File: config.mk
export PLATFORM = sky130hd
export DESIGN_NAME = css_color_string_parser
export DESIGN_NICKNAME = d
export VERILOG_FILES = /design/src/design/css_pkg.sv /design/src/design/css_color_string_parser.sv
export SDC_FILE = /design/constraint.sdc
export NUM_CORES = 2
export LEC_CHECK = 0
export BUFFER_PORTS_ARGS = -buffer_cell sky130_fd_sc_hd__buf_2
export CAP_MARGIN = 20
export CORE_MARGIN = 4
export CORE_UTILIZATION = 61
export CTS_CLUSTER_SIZE = 14
export DETAILED_ROUTE_END_ITERATION = 8
export PLACE_DENSITY = 0.83
export SLEW_MARGIN = 20
export SYNTH_ARGS = -nofsm -noshare
export SYNTH_HDL_FRONTEND = slang
export SYNTH_SLANG_ARGS = --single-unit
File: constraint.sdc
create_clock -name clk -period 17.25 [get_ports clk]
set_input_delay 3.45 -clock clk [delete_from_list [all_inputs] [get_ports clk]]
set_output_delay 3.45 -clock clk [all_outputs]
set_load 0.005 [all_outputs]
File: src/design/css_pkg.sv
// Types, character codes and color name tables for the CSS color parser.
`default_nettype none

package css_pkg;

	localparam int NAME_LIMIT_DEF   = 63;
	localparam int ALPHA_DIGITS_DEF = 6;
	localparam int NAME_COUNT       = 21;

	typedef enum logic [3:0] {
		PH_LEAD, PH_HEX, PH_WORD, PH_WORD_R, PH_WORD_RG,
		PH_RGB3, PH_RGB4, PH_RGB, PH_RGBA, PH_FAIL
	} phase_t;

	typedef enum logic [3:0] {
		SP_NUM, SP_SIGN, SP_DIGITS, SP_PCT, SP_ALPHA,
		SP_AINT, SP_AFRAC, SP_CLOSE, SP_DONE, SP_FAIL
	} sub_t;

	localparam logic [7:0] CH_NUL    = 8'h00;
	localparam logic [7:0] CH_SPACE  = 8'h20;
	localparam logic [7:0] CH_TAB    = 8'h09;
	localparam logic [7:0] CH_CR     = 8'h0d;
	localparam logic [7:0] CH_HASH   = 8'h23;
	localparam logic [7:0] CH_PCT    = 8'h25;
	localparam logic [7:0] CH_LPAREN = 8'h28;
	localparam logic [7:0] CH_RPAREN = 8'h29;
	localparam logic [7:0] CH_PLUS   = 8'h2b;
	localparam logic [7:0] CH_COMMA  = 8'h2c;
	localparam logic [7:0] CH_MINUS  = 8'h2d;
	localparam logic [7:0] CH_DOT    = 8'h2e;
	localparam logic [7:0] CH_0      = 8'h30;
	localparam logic [7:0] CH_9      = 8'h39;
	localparam logic [7:0] CH_UA     = 8'h41;
	localparam logic [7:0] CH_UF     = 8'h46;
	localparam logic [7:0] CH_UZ     = 8'h5a;
	localparam logic [7:0] CH_LA     = 8'h61;
	localparam logic [7:0] CH_LB     = 8'h62;
	localparam logic [7:0] CH_LF     = 8'h66;
	localparam logic [7:0] CH_LG     = 8'h67;
	localparam logic [7:0] CH_LR     = 8'h72;

	// Names right-justified: last character in bits [7:0].
	localparam logic [87:0] NAME_TEXT [NAME_COUNT] = '{
		88'("black"), 88'("white"), 88'("red"), 88'("green"), 88'("blue"),
		88'("yellow"), 88'("cyan"), 88'("magenta"), 88'("gray"), 88'("grey"),
		88'("silver"), 88'("maroon"), 88'("olive"), 88'("lime"), 88'("aqua"),
		88'("teal"), 88'("navy"), 88'("fuchsia"), 88'("purple"), 88'("orange"),
		88'("transparent")
	};

	localparam logic [3:0] NAME_LEN [NAME_COUNT] = '{
		4'd5, 4'd5, 4'd3, 4'd5, 4'd4, 4'd6, 4'd4, 4'd7, 4'd4, 4'd4,
		4'd6, 4'd6, 4'd5, 4'd4, 4'd4, 4'd4, 4'd4, 4'd7, 4'd6, 4'd6, 4'd11
	};

	// {red, green, blue, alpha}
	localparam logic [31:0] NAME_RGBA [NAME_COUNT] = '{
		32'h000000ff, 32'hffffffff, 32'hff0000ff, 32'h008000ff, 32'h0000ffff,
		32'hffff00ff, 32'h00ffffff, 32'hff00ffff, 32'h808080ff, 32'h808080ff,
		32'hc0c0c0ff, 32'h800000ff, 32'h808000ff, 32'h00ff00ff, 32'h00ffffff,
		32'h008080ff, 32'h000080ff, 32'hff00ffff, 32'h800080ff, 32'hffa500ff,
		32'h00000000
	};

	function automatic logic is_space(input logic [7:0] c);
		return (c == CH_SPACE) || (c >= CH_TAB && c <= CH_CR);
	endfunction

	function automatic logic is_sep(input logic [7:0] c);
		return is_space(c) || (c == CH_COMMA);
	endfunction

	function automatic logic is_digit(input logic [7:0] c);
		return (c >= CH_0) && (c <= CH_9);
	endfunction

	// floor(x * 255 / 100) for x <= 100, by reciprocal multiply
	function automatic logic [7:0] pct_scale(input logic [6:0] x);
		logic [14:0] y;
		logic [27:0] p;
		begin
			y = 15'(x) * 15'd255;
			p = 28'(y) * 28'd5243;
			return p[26:19];
		end
	endfunction

endpackage

`default_nettype wire

File: src/design/css_color_string_parser.sv
// Top level of the CSS color string parser.
//
// Usage:
//  - Input stream s_axis_*: one ASCII character per item in s_axis_tdata.
//    A NUL character ends the string; every other character produces no
//    output item. Leading whitespace is skipped.
//  - Output stream m_axis_*: exactly one item per NUL. tuser carries the
//    status (0 parsed, 1 invalid), tdata the red, green, blue, alpha bytes.
//  - Throughput: one character per cycle while s_axis_tready is high; the parse
//    state is updated by combinational next-state logic on each accepted character.
//  - Latency: the result for a string is valid in m_axis on the cycle after
//    its NUL is accepted. Alpha division by the fixed fraction scale is a
//    reciprocal multiply on the NUL path into the output register.
//  - Stall: the output register holds its item while m_axis_tready is low;
//    s_axis_tready is high only when that register is empty or is being
//    drained, so a waiting result stalls the input stream.
//  - Reset: all parse state returns to the leading-whitespace phase and the
//    output register empties. The same state is restored after every NUL.
//  - Forms: #rgb, #rrggbb, rgb()/rgba() with integer or percent channels,
//    and 21 case-insensitive color names.
`default_nettype none

module css_color_string_parser import css_pkg::*; #(
	parameter int NAME_LIMIT   = NAME_LIMIT_DEF,
	parameter int ALPHA_DIGITS = ALPHA_DIGITS_DEF
) (
	input  wire logic        clk,
	input  wire logic        arst_n,
	input  wire logic        s_axis_tvalid,
	output      logic        s_axis_tready,
	input  wire logic [7:0]  s_axis_tdata,   // [7:0] character
	output      logic        m_axis_tvalid,
	input  wire logic        m_axis_tready,
	output      logic [31:0] m_axis_tdata,   // [7:0] red, [15:8] green, [23:16] blue, [31:24] alpha
	output      logic        m_axis_tuser    // [0] status
);

	function automatic logic [63:0] pow10(input int n);
		logic [63:0] p;
		begin
			p = 64'd1;
			for (int i = 0; i < n; i++) p = p * 64'd10;
			return p;
		end
	endfunction

	localparam int          PW     = $clog2(NAME_LIMIT + 1);
	localparam int          CW     = $clog2(ALPHA_DIGITS + 1);
	localparam logic [63:0] ASCALE = pow10(ALPHA_DIGITS);
	// fraction is kept pre-multiplied by 255 at scale 10^ALPHA_DIGITS
	localparam int          NF     = $clog2(ASCALE * 64'd255);
	localparam int          SH     = NF + $clog2(ASCALE);
	localparam int          MW     = SH - NF + 9;
	localparam logic [127:0] RECIP = ((128'd1 << SH) + 128'(ASCALE) - 128'd1) / 128'(ASCALE);

	typedef struct packed {
		sub_t             phase;
		logic [1:0]       idx;
		logic [10:0]      acc;
		logic             neg;
		logic [NF-1:0]    frac;
		logic             seen;
		logic             inz;
		logic [CW-1:0]    cnt;
		logic [23:0]      ch;
	} rd_t;

	// digit weight 255 * 10^(ALPHA_DIGITS-1-k)
	function automatic logic [NF-1:0] frac_weight(input logic [CW-1:0] k);
		logic [NF-1:0] w;
		begin
			w = '0;
			for (int i = 0; i < ALPHA_DIGITS; i++)
				if (k == CW'(i)) w = NF'(pow10(ALPHA_DIGITS - 1 - i) * 64'd255);
			return w;
		end
	endfunction

	function automatic rd_t rd_store(input rd_t s, input logic pct, input logic wa);
		rd_t        t;
		logic [7:0] v;
		begin
			t = s;
			if (pct) v = s.neg ? 8'd0 : pct_scale(s.acc > 11'd100 ? 7'd100 : s.acc[6:0]);
			else     v = s.neg ? 8'd0 : (s.acc > 11'd255 ? 8'd255 : s.acc[7:0]);
			unique case (s.idx)
				2'd0:    t.ch[23:16] = v;
				2'd1:    t.ch[15:8]  = v;
				default: t.ch[7:0]   = v;
			endcase
			t.acc = '0;
			t.neg = 1'b0;
			t.idx = s.idx + 2'd1;
			if (s.idx < 2'd2) t.phase = SP_NUM;
			else t.phase = wa ? SP_ALPHA : SP_CLOSE;
			return t;
		end
	endfunction

	function automatic rd_t rd_step(input rd_t s, input logic [7:0] c, input logic pct,
			input logic wa, output logic again);
		rd_t         t;
		logic [3:0]  d;
		logic [14:0] n;
		begin
			t     = s;
			again = 1'b0;
			d     = 4'(c - CH_0);
			n     = 15'(s.acc) * 15'd10 + 15'(d);
			unique case (s.phase)
				SP_NUM: begin
					if (is_sep(c)) t = s;
					else if (c == CH_MINUS) begin
						t.neg = 1'b1; t.phase = SP_SIGN;
					end else if (is_digit(c)) begin
						t.acc = 11'(d); t.phase = SP_DIGITS;
					end else t.phase = SP_FAIL;
				end
				SP_SIGN: begin
					if (is_digit(c)) begin
						t.acc = 11'(d); t.phase = SP_DIGITS;
					end else t.phase = SP_FAIL;
				end
				SP_DIGITS: begin
					if (is_digit(c)) t.acc = (n > 15'd2047) ? 11'd2047 : n[10:0];
					else if (!pct) begin
						t = rd_store(s, pct, wa); again = 1'b1;
					end else begin
						t.phase = SP_PCT; again = 1'b1;
					end
				end
				SP_PCT: begin
					if (is_sep(c)) t = s;
					else if (c == CH_PCT) t = rd_store(s, pct, wa);
					else t.phase = SP_FAIL;
				end
				SP_ALPHA: begin
					if (is_sep(c)) t = s;
					else if (c == CH_PLUS || c == CH_MINUS) begin
						t.neg = (c == CH_MINUS); t.phase = SP_AINT;
					end else if (is_digit(c)) begin
						t.seen = 1'b1; t.inz = s.inz | (d != 4'd0); t.phase = SP_AINT;
					end else if (c == CH_DOT) t.phase = SP_AFRAC;
					else if (c == CH_RPAREN) t.phase = SP_DONE;
					else t.phase = SP_FAIL;
				end
				SP_AINT: begin
					if (is_digit(c)) begin
						t.seen = 1'b1; t.inz = s.inz | (d != 4'd0);
					end else if (c == CH_DOT) t.phase = SP_AFRAC;
					else if (s.seen) begin
						t.phase = SP_CLOSE; again = 1'b1;
					end else t.phase = SP_FAIL;
				end
				SP_AFRAC: begin
					if (is_digit(c)) begin
						t.seen = 1'b1;
						if (s.cnt < CW'(ALPHA_DIGITS)) begin
							t.frac = s.frac + NF'(d) * frac_weight(s.cnt);
							t.cnt  = s.cnt + CW'(1);
						end
					end else if (s.seen) begin
						t.phase = SP_CLOSE; again = 1'b1;
					end else t.phase = SP_FAIL;
				end
				SP_CLOSE: begin
					if (is_sep(c)) t = s;
					else t.phase = (c == CH_RPAREN) ? SP_DONE : SP_FAIL;
				end
				default: t = s;
			endcase
			return t;
		end
	endfunction

	function automatic rd_t rd_feed(input rd_t s, input logic [7:0] c, input logic pct,
			input logic wa);
		rd_t  t;
		logic ag, ag2;
		begin
			t = rd_step(s, c, pct, wa, ag);
			if (ag) t = rd_step(t, c, pct, wa, ag2);
			return t;
		end
	endfunction

	localparam rd_t RD_INIT = '{phase: SP_NUM, default: '0};

	// parse state
	phase_t          phase_q, phase_d;
	logic [PW-1:0]   pos_q, pos_d;
	logic [NAME_COUNT-1:0] match_q, match_d;
	logic [23:0]     hex_q, hex_d;
	logic [2:0]      hcnt_q, hcnt_d;
	logic            pseen_q, pseen_d;
	rd_t             rd_q [2];
	rd_t             rd_d [2];

	// output register
	logic            ovalid_q;
	logic            ostat_q;
	logic [31:0]     orgba_q;

	logic            in_acc, is_nul;
	logic [7:0]      c, lc;
	logic            res_ok;
	logic [31:0]     res_rgba;   // {red, green, blue, alpha}
	logic [3:0]      hv;
	logic            hv_ok;
	logic [3:0]      nofs;
	logic            nfound;
	logic            wa;
	rd_t             rsel;
	logic [NF+MW-1:0] aprod;
	logic [7:0]      abyte;

	assign s_axis_tready = !ovalid_q || m_axis_tready;
	assign in_acc        = s_axis_tvalid && s_axis_tready;
	assign c             = s_axis_tdata;
	assign is_nul        = (c == CH_NUL);
	assign lc            = (c >= CH_UA && c <= CH_UZ) ? c + 8'd32 : c;
	assign wa            = (phase_q == PH_RGBA);

	// hex digit value
	always_comb begin
		hv_ok = 1'b1;
		hv    = 4'd0;
		if (is_digit(c)) hv = 4'(c - CH_0);
		else if (c >= CH_LA && c <= CH_LF) hv = 4'(c - CH_LA + 8'd10);
		else if (c >= CH_UA && c <= CH_UF) hv = 4'(c - CH_UA + 8'd10);
		else hv_ok = 1'b0;
	end

	// next parse state for a non-NUL character
	always_comb begin
		phase_d = phase_q;
		pos_d   = pos_q;
		match_d = match_q;
		hex_d   = hex_q;
		hcnt_d  = hcnt_q;
		pseen_d = pseen_q;
		rd_d[0] = rd_q[0];
		rd_d[1] = rd_q[1];
		nofs    = 4'd0;
		unique case (phase_q)
			PH_LEAD, PH_WORD, PH_WORD_R, PH_WORD_RG: begin
				if (phase_q == PH_LEAD && is_space(c)) phase_d = PH_LEAD;
				else if (phase_q == PH_LEAD && c == CH_HASH) phase_d = PH_HEX;
				else if (pos_q >= PW'(NAME_LIMIT)) phase_d = PH_FAIL;
				else begin
					for (int j = 0; j < NAME_COUNT; j++) begin
						nofs = 4'(NAME_LEN[j] - 4'd1 - 4'(pos_q));
						if (pos_q >= PW'(NAME_LEN[j])
								|| NAME_TEXT[j][{nofs, 3'b000} +: 8] != lc)
							match_d[j] = 1'b0;
					end
					pos_d = pos_q + PW'(1);
					if (phase_q == PH_LEAD) phase_d = (c == CH_LR) ? PH_WORD_R : PH_WORD;
					else if (phase_q == PH_WORD_R) phase_d = (c == CH_LG) ? PH_WORD_RG : PH_WORD;
					else if (phase_q == PH_WORD_RG) phase_d = (c == CH_LB) ? PH_RGB3 : PH_WORD;
				end
			end
			PH_HEX: begin
				if (!hv_ok || hcnt_q >= 3'd6) phase_d = PH_FAIL;
				else begin
					hex_d  = {hex_q[19:0], hv};
					hcnt_d = hcnt_q + 3'd1;
				end
			end
			PH_RGB3: phase_d = (c == CH_LPAREN) ? PH_RGB : (c == CH_LA) ? PH_RGB4 : PH_FAIL;
			PH_RGB4: phase_d = (c == CH_LPAREN) ? PH_RGBA : PH_FAIL;
			PH_RGB, PH_RGBA: begin
				if (c == CH_PCT) pseen_d = 1'b1;
				rd_d[0] = rd_feed(rd_q[0], c, 1'b0, wa);
				rd_d[1] = rd_feed(rd_q[1], c, 1'b1, wa);
			end
			default: phase_d = phase_q;
		endcase
	end

	// alpha = floor(frac / 10^ALPHA_DIGITS), frac already times 255; 0 if negative or absent, 255 if integer part nonzero
	assign rsel  = pseen_q ? rd_q[1] : rd_q[0];
	assign aprod = (NF+MW)'(rsel.frac) * (NF+MW)'(RECIP);
	assign abyte = (rsel.neg || !rsel.seen) ? 8'd0 : rsel.inz ? 8'd255 : aprod[SH +: 8];

	// result for the string ended by this NUL
	always_comb begin
		res_ok   = 1'b0;
		res_rgba = '0;
		nfound   = 1'b0;
		unique case (phase_q)
			PH_HEX: begin
				if (hcnt_q == 3'd3) begin
					res_ok   = 1'b1;
					res_rgba = {hex_q[11:8], hex_q[11:8], hex_q[7:4], hex_q[7:4],
						hex_q[3:0], hex_q[3:0], 8'hff};
				end else if (hcnt_q == 3'd6) begin
					res_ok   = 1'b1;
					res_rgba = {hex_q, 8'hff};
				end
			end
			PH_WORD, PH_WORD_R, PH_WORD_RG: begin
				for (int j = 0; j < NAME_COUNT; j++)
					if (!nfound && match_q[j] && pos_q == PW'(NAME_LEN[j])) begin
						nfound   = 1'b1;
						res_ok   = 1'b1;
						res_rgba = NAME_RGBA[j];
					end
			end
			PH_RGB, PH_RGBA: begin
				if (rsel.phase == SP_DONE) begin
					res_ok   = 1'b1;
					res_rgba = {rsel.ch, wa ? abyte : 8'hff};
				end
			end
			default: res_ok = 1'b0;
		endcase
	end

	always_ff @(posedge clk or negedge arst_n) begin
		if (!arst_n) begin
			phase_q  <= PH_LEAD;
			pos_q    <= '0;
			match_q  <= '1;
			hex_q    <= '0;
			hcnt_q   <= '0;
			pseen_q  <= 1'b0;
			rd_q[0]  <= RD_INIT;
			rd_q[1]  <= RD_INIT;
			ovalid_q <= 1'b0;
		end else begin
			if (in_acc && is_nul) begin
				phase_q  <= PH_LEAD;
				pos_q    <= '0;
				match_q  <= '1;
				hex_q    <= '0;
				hcnt_q   <= '0;
				pseen_q  <= 1'b0;
				rd_q[0]  <= RD_INIT;
				rd_q[1]  <= RD_INIT;
			end else if (in_acc) begin
				phase_q  <= phase_d;
				pos_q    <= pos_d;
				match_q  <= match_d;
				hex_q    <= hex_d;
				hcnt_q   <= hcnt_d;
				pseen_q  <= pseen_d;
				rd_q[0]  <= rd_d[0];
				rd_q[1]  <= rd_d[1];
			end
			if (in_acc && is_nul) ovalid_q <= 1'b1;
			else if (m_axis_tready) ovalid_q <= 1'b0;
		end
	end

	always_ff @(posedge clk) begin
		if (in_acc && is_nul) begin
			ostat_q <= !res_ok;
			orgba_q <= res_rgba;
		end
	end

	assign m_axis_tvalid = ovalid_q;
	assign m_axis_tuser  = ostat_q;
	assign m_axis_tdata  = {orgba_q[7:0], orgba_q[15:8], orgba_q[23:16], orgba_q[31:24]};

endmodule

`default_nettype wire

==> results.toml <==
[floorplanning]
num_rows = 100
die-area_um2 = 80100
start_util = 0.618
num_io_pins = 47
die_h_um = 283
die_w_um = 283
core_um2 = 74700

[route]
wire_per_inst_um = 19.9
route.met3.wl_mm = 10.8
vias = 37669
dr.max_layer_used = "met5"
drt_wl_total_mm = 122
antenna_left = 0
viasPerCell = 6.14
dr.pass1.iters = 7
met2_length_mm = 56.1
drtIter0Drc = 3438
met1Wirelength_mm = 50.4
route.detailed.drc = 0

[worst_setup_path]
slowest_stage = "fa_1"
crit_family = "adder cells"
critPathMaxStageDelay_ps = 650
critPathRequiredTime_ps = 17720
cp_common_cell = "inv_1"
path_max_fanout = 22
startpoint_type = "input port"
critPathBufInv = 10
critPathCaptureType = "flip-flop"
cp.arrival_ps = 16180
worst-setup-path-type = "input port to flip-flop"

[global_route]
grt_max_degree = 75
antenna_found_initial = 2
grt_pass1_wl_mm = 200
grt_pass1_vias = 38242
grt_overflow = 0
grtUsageTotal = 0.302

[layout]
nets = 6421
final_cell_mix = "930 x inv_1, 715 x ha_1, 552 x fa_1"
drive_above_1_share = 0.0546
fillers = 6010
final_common_cell = "inv_1"
area_delta_synth_final_pct = 4.22

[synthesis]
synth_cell_type_count = 108
syn_nets = 6499
syn-cell-area_um2 = 46100
ys_seq_elements = 243
async_flop_share = 0.864
ys.flop_type = "dfrtp_1"
synth_top_area_share = 0.240
synthCells = 5220
yosysTopAreaCell = "fa_1"
ys_seq_area_frac = 0.136
yosysWarnings = 0
synthTopCellsByArea = "fa_1 24%, ha_1 19%, dfrtp_1 10%"
syn_avg_cell_area_um2 = 8.84
synth_edf_count = 33

[clocking]
clock_path_buffers = 3
hold_buffers = 0
cts_sinks = 243
cts_tree = "built"
path_clk_slew_ps = 60
cts_root_buf = "clkbuf_16"
cts-htree-levels = 1
cts_buffers = 28
postCtsSetupBuffers = 0
clk_latency_ps = 600
cts_resized = 0

[job]
drv_cap = 0

[timing]
period_minus_slack_ps = 15710
drv_slew = 0
rsz0062_at_grt = "false"
fin_setup_tns_ps = 0
relSlewSlack = 0.279
setup_viol = 0
clock_skew_ps = 27.6
tightest_slew_ps = 1080
hold_violations = 0
max_freq_ghz = 0.0637
period_share = 0.911

[run_status]
outcome = "completed"

[placement]
place_hpwl_mm = 97.8
portBuffers = 46
gp_congestion = 1.01

[hold_path]
hp-class = "flip-flop to flip-flop"
-- stage by stage --
step                instance area (µm²)  cells  setup WS (ps)  utilization  hold slack [ps]
floorplan                         46100   5220           2440            -              446
global placement                  47100   6081           1330        0.631              457
detailed placement                47100   6081           1140        0.631              470
CTS                               48100   6133           1710        0.644              484
global route                      48100   6133            573        0.644              509
finish                            48100   6134           1540        0.644              482
-- synthesized netlist by cell type, types with 31 or more instances --
master,instances
nor2b_1,31
a21oi_1,224
nand3_1,115
a21o_1,60
a221o_1,36
inv_1,930
a31oi_1,58
mux2_2,46
nor3_1,121
clkbuf_1,152
nand2b_1,50
nand2_1,426
a22o_1,70
and2_1,47
o21ai_0,284
nor2_1,271
dfrtp_1,189
fa_1,552
a211oi_1,38
xnor2_1,128
o21a_1,36
edfxtp_1,33
xor2_1,63
ha_1,715
-- worst min-delay path: cells and delay by family, from the launching register on --
kind               cells  cell delay, ps
DFF                    1             340
AOI/OAI and AO/OA      1              60
and+or+nand+nor        1              40
-- registers in the layout, indices dropped and copies added, names as in the netlist --
register / flops
m_axis_tvalid: 1
pos_q: 6
hcnt_q: 3
orgba_q: 32
m_axis_tuser: 1
hex_q: 24
pseen_q: 1
rd_q: 150
phase_q: 4
match_q: 21
-- layout make-up --
cell class	instances	area [µm²]	area share
timing repair buffer	91	578	0.0120
clock buffer	36	741	0.0154
multi-input combinational	3840	35600	0.740
antenna	1	2.50	0.0000520
sequential	243	6270	0.130
inverter	938	3520	0.0732
tap	969	1210	0.0252
clock inverter	16	185	0.00385
-- metal layers --
metal  vias up  track usage
met1     18338        0.415
met5         -            0
met3       311       0.0506
met2      1615        0.490
met4         2        0.102
li1      17403            -
-- worst paths after layout --
kind	startpoint	to	slack (ps)	cells after the start
max in group asynchronous	arst_n	pseen_q$_DFFE_PN0P_	13010	2
min reg2reg	rd_q[97]$_DFFE_PN0P_	rd_q[97]$_DFFE_PN0P_	480	2
min	rd_q[97]$_DFFE_PN0P_	rd_q[97]$_DFFE_PN0P_	480	2
min in group asynchronous	arst_n	rd_q[137]$_DFFE_PN0P_	2820	1
max	s_axis_tdata[1]	rd_q[22]$_DFFE_PN0P_	1540	48
max reg2reg	rd_q[59]$_DFFE_PN0P_	rd_q[22]$_DFFE_PN0P_	3810	47
-- kinds of logic after synthesis --
group                      count (synthesis)  share of synthesized area
adders and majority gates               1267                      0.433
AOI/OAI and AO/OA                       1062                      0.153
muxes                                     74                     0.0174
and+or+nand+nor                         1245                      0.129
DFF                                      243                      0.136
xor gates and xnor gates                 192                     0.0367
buffers and inverters                   1137                     0.0939
Power is not shown: default switching activity piles up to over one toggle a cycle in this logic, so the estimate is an artifact.
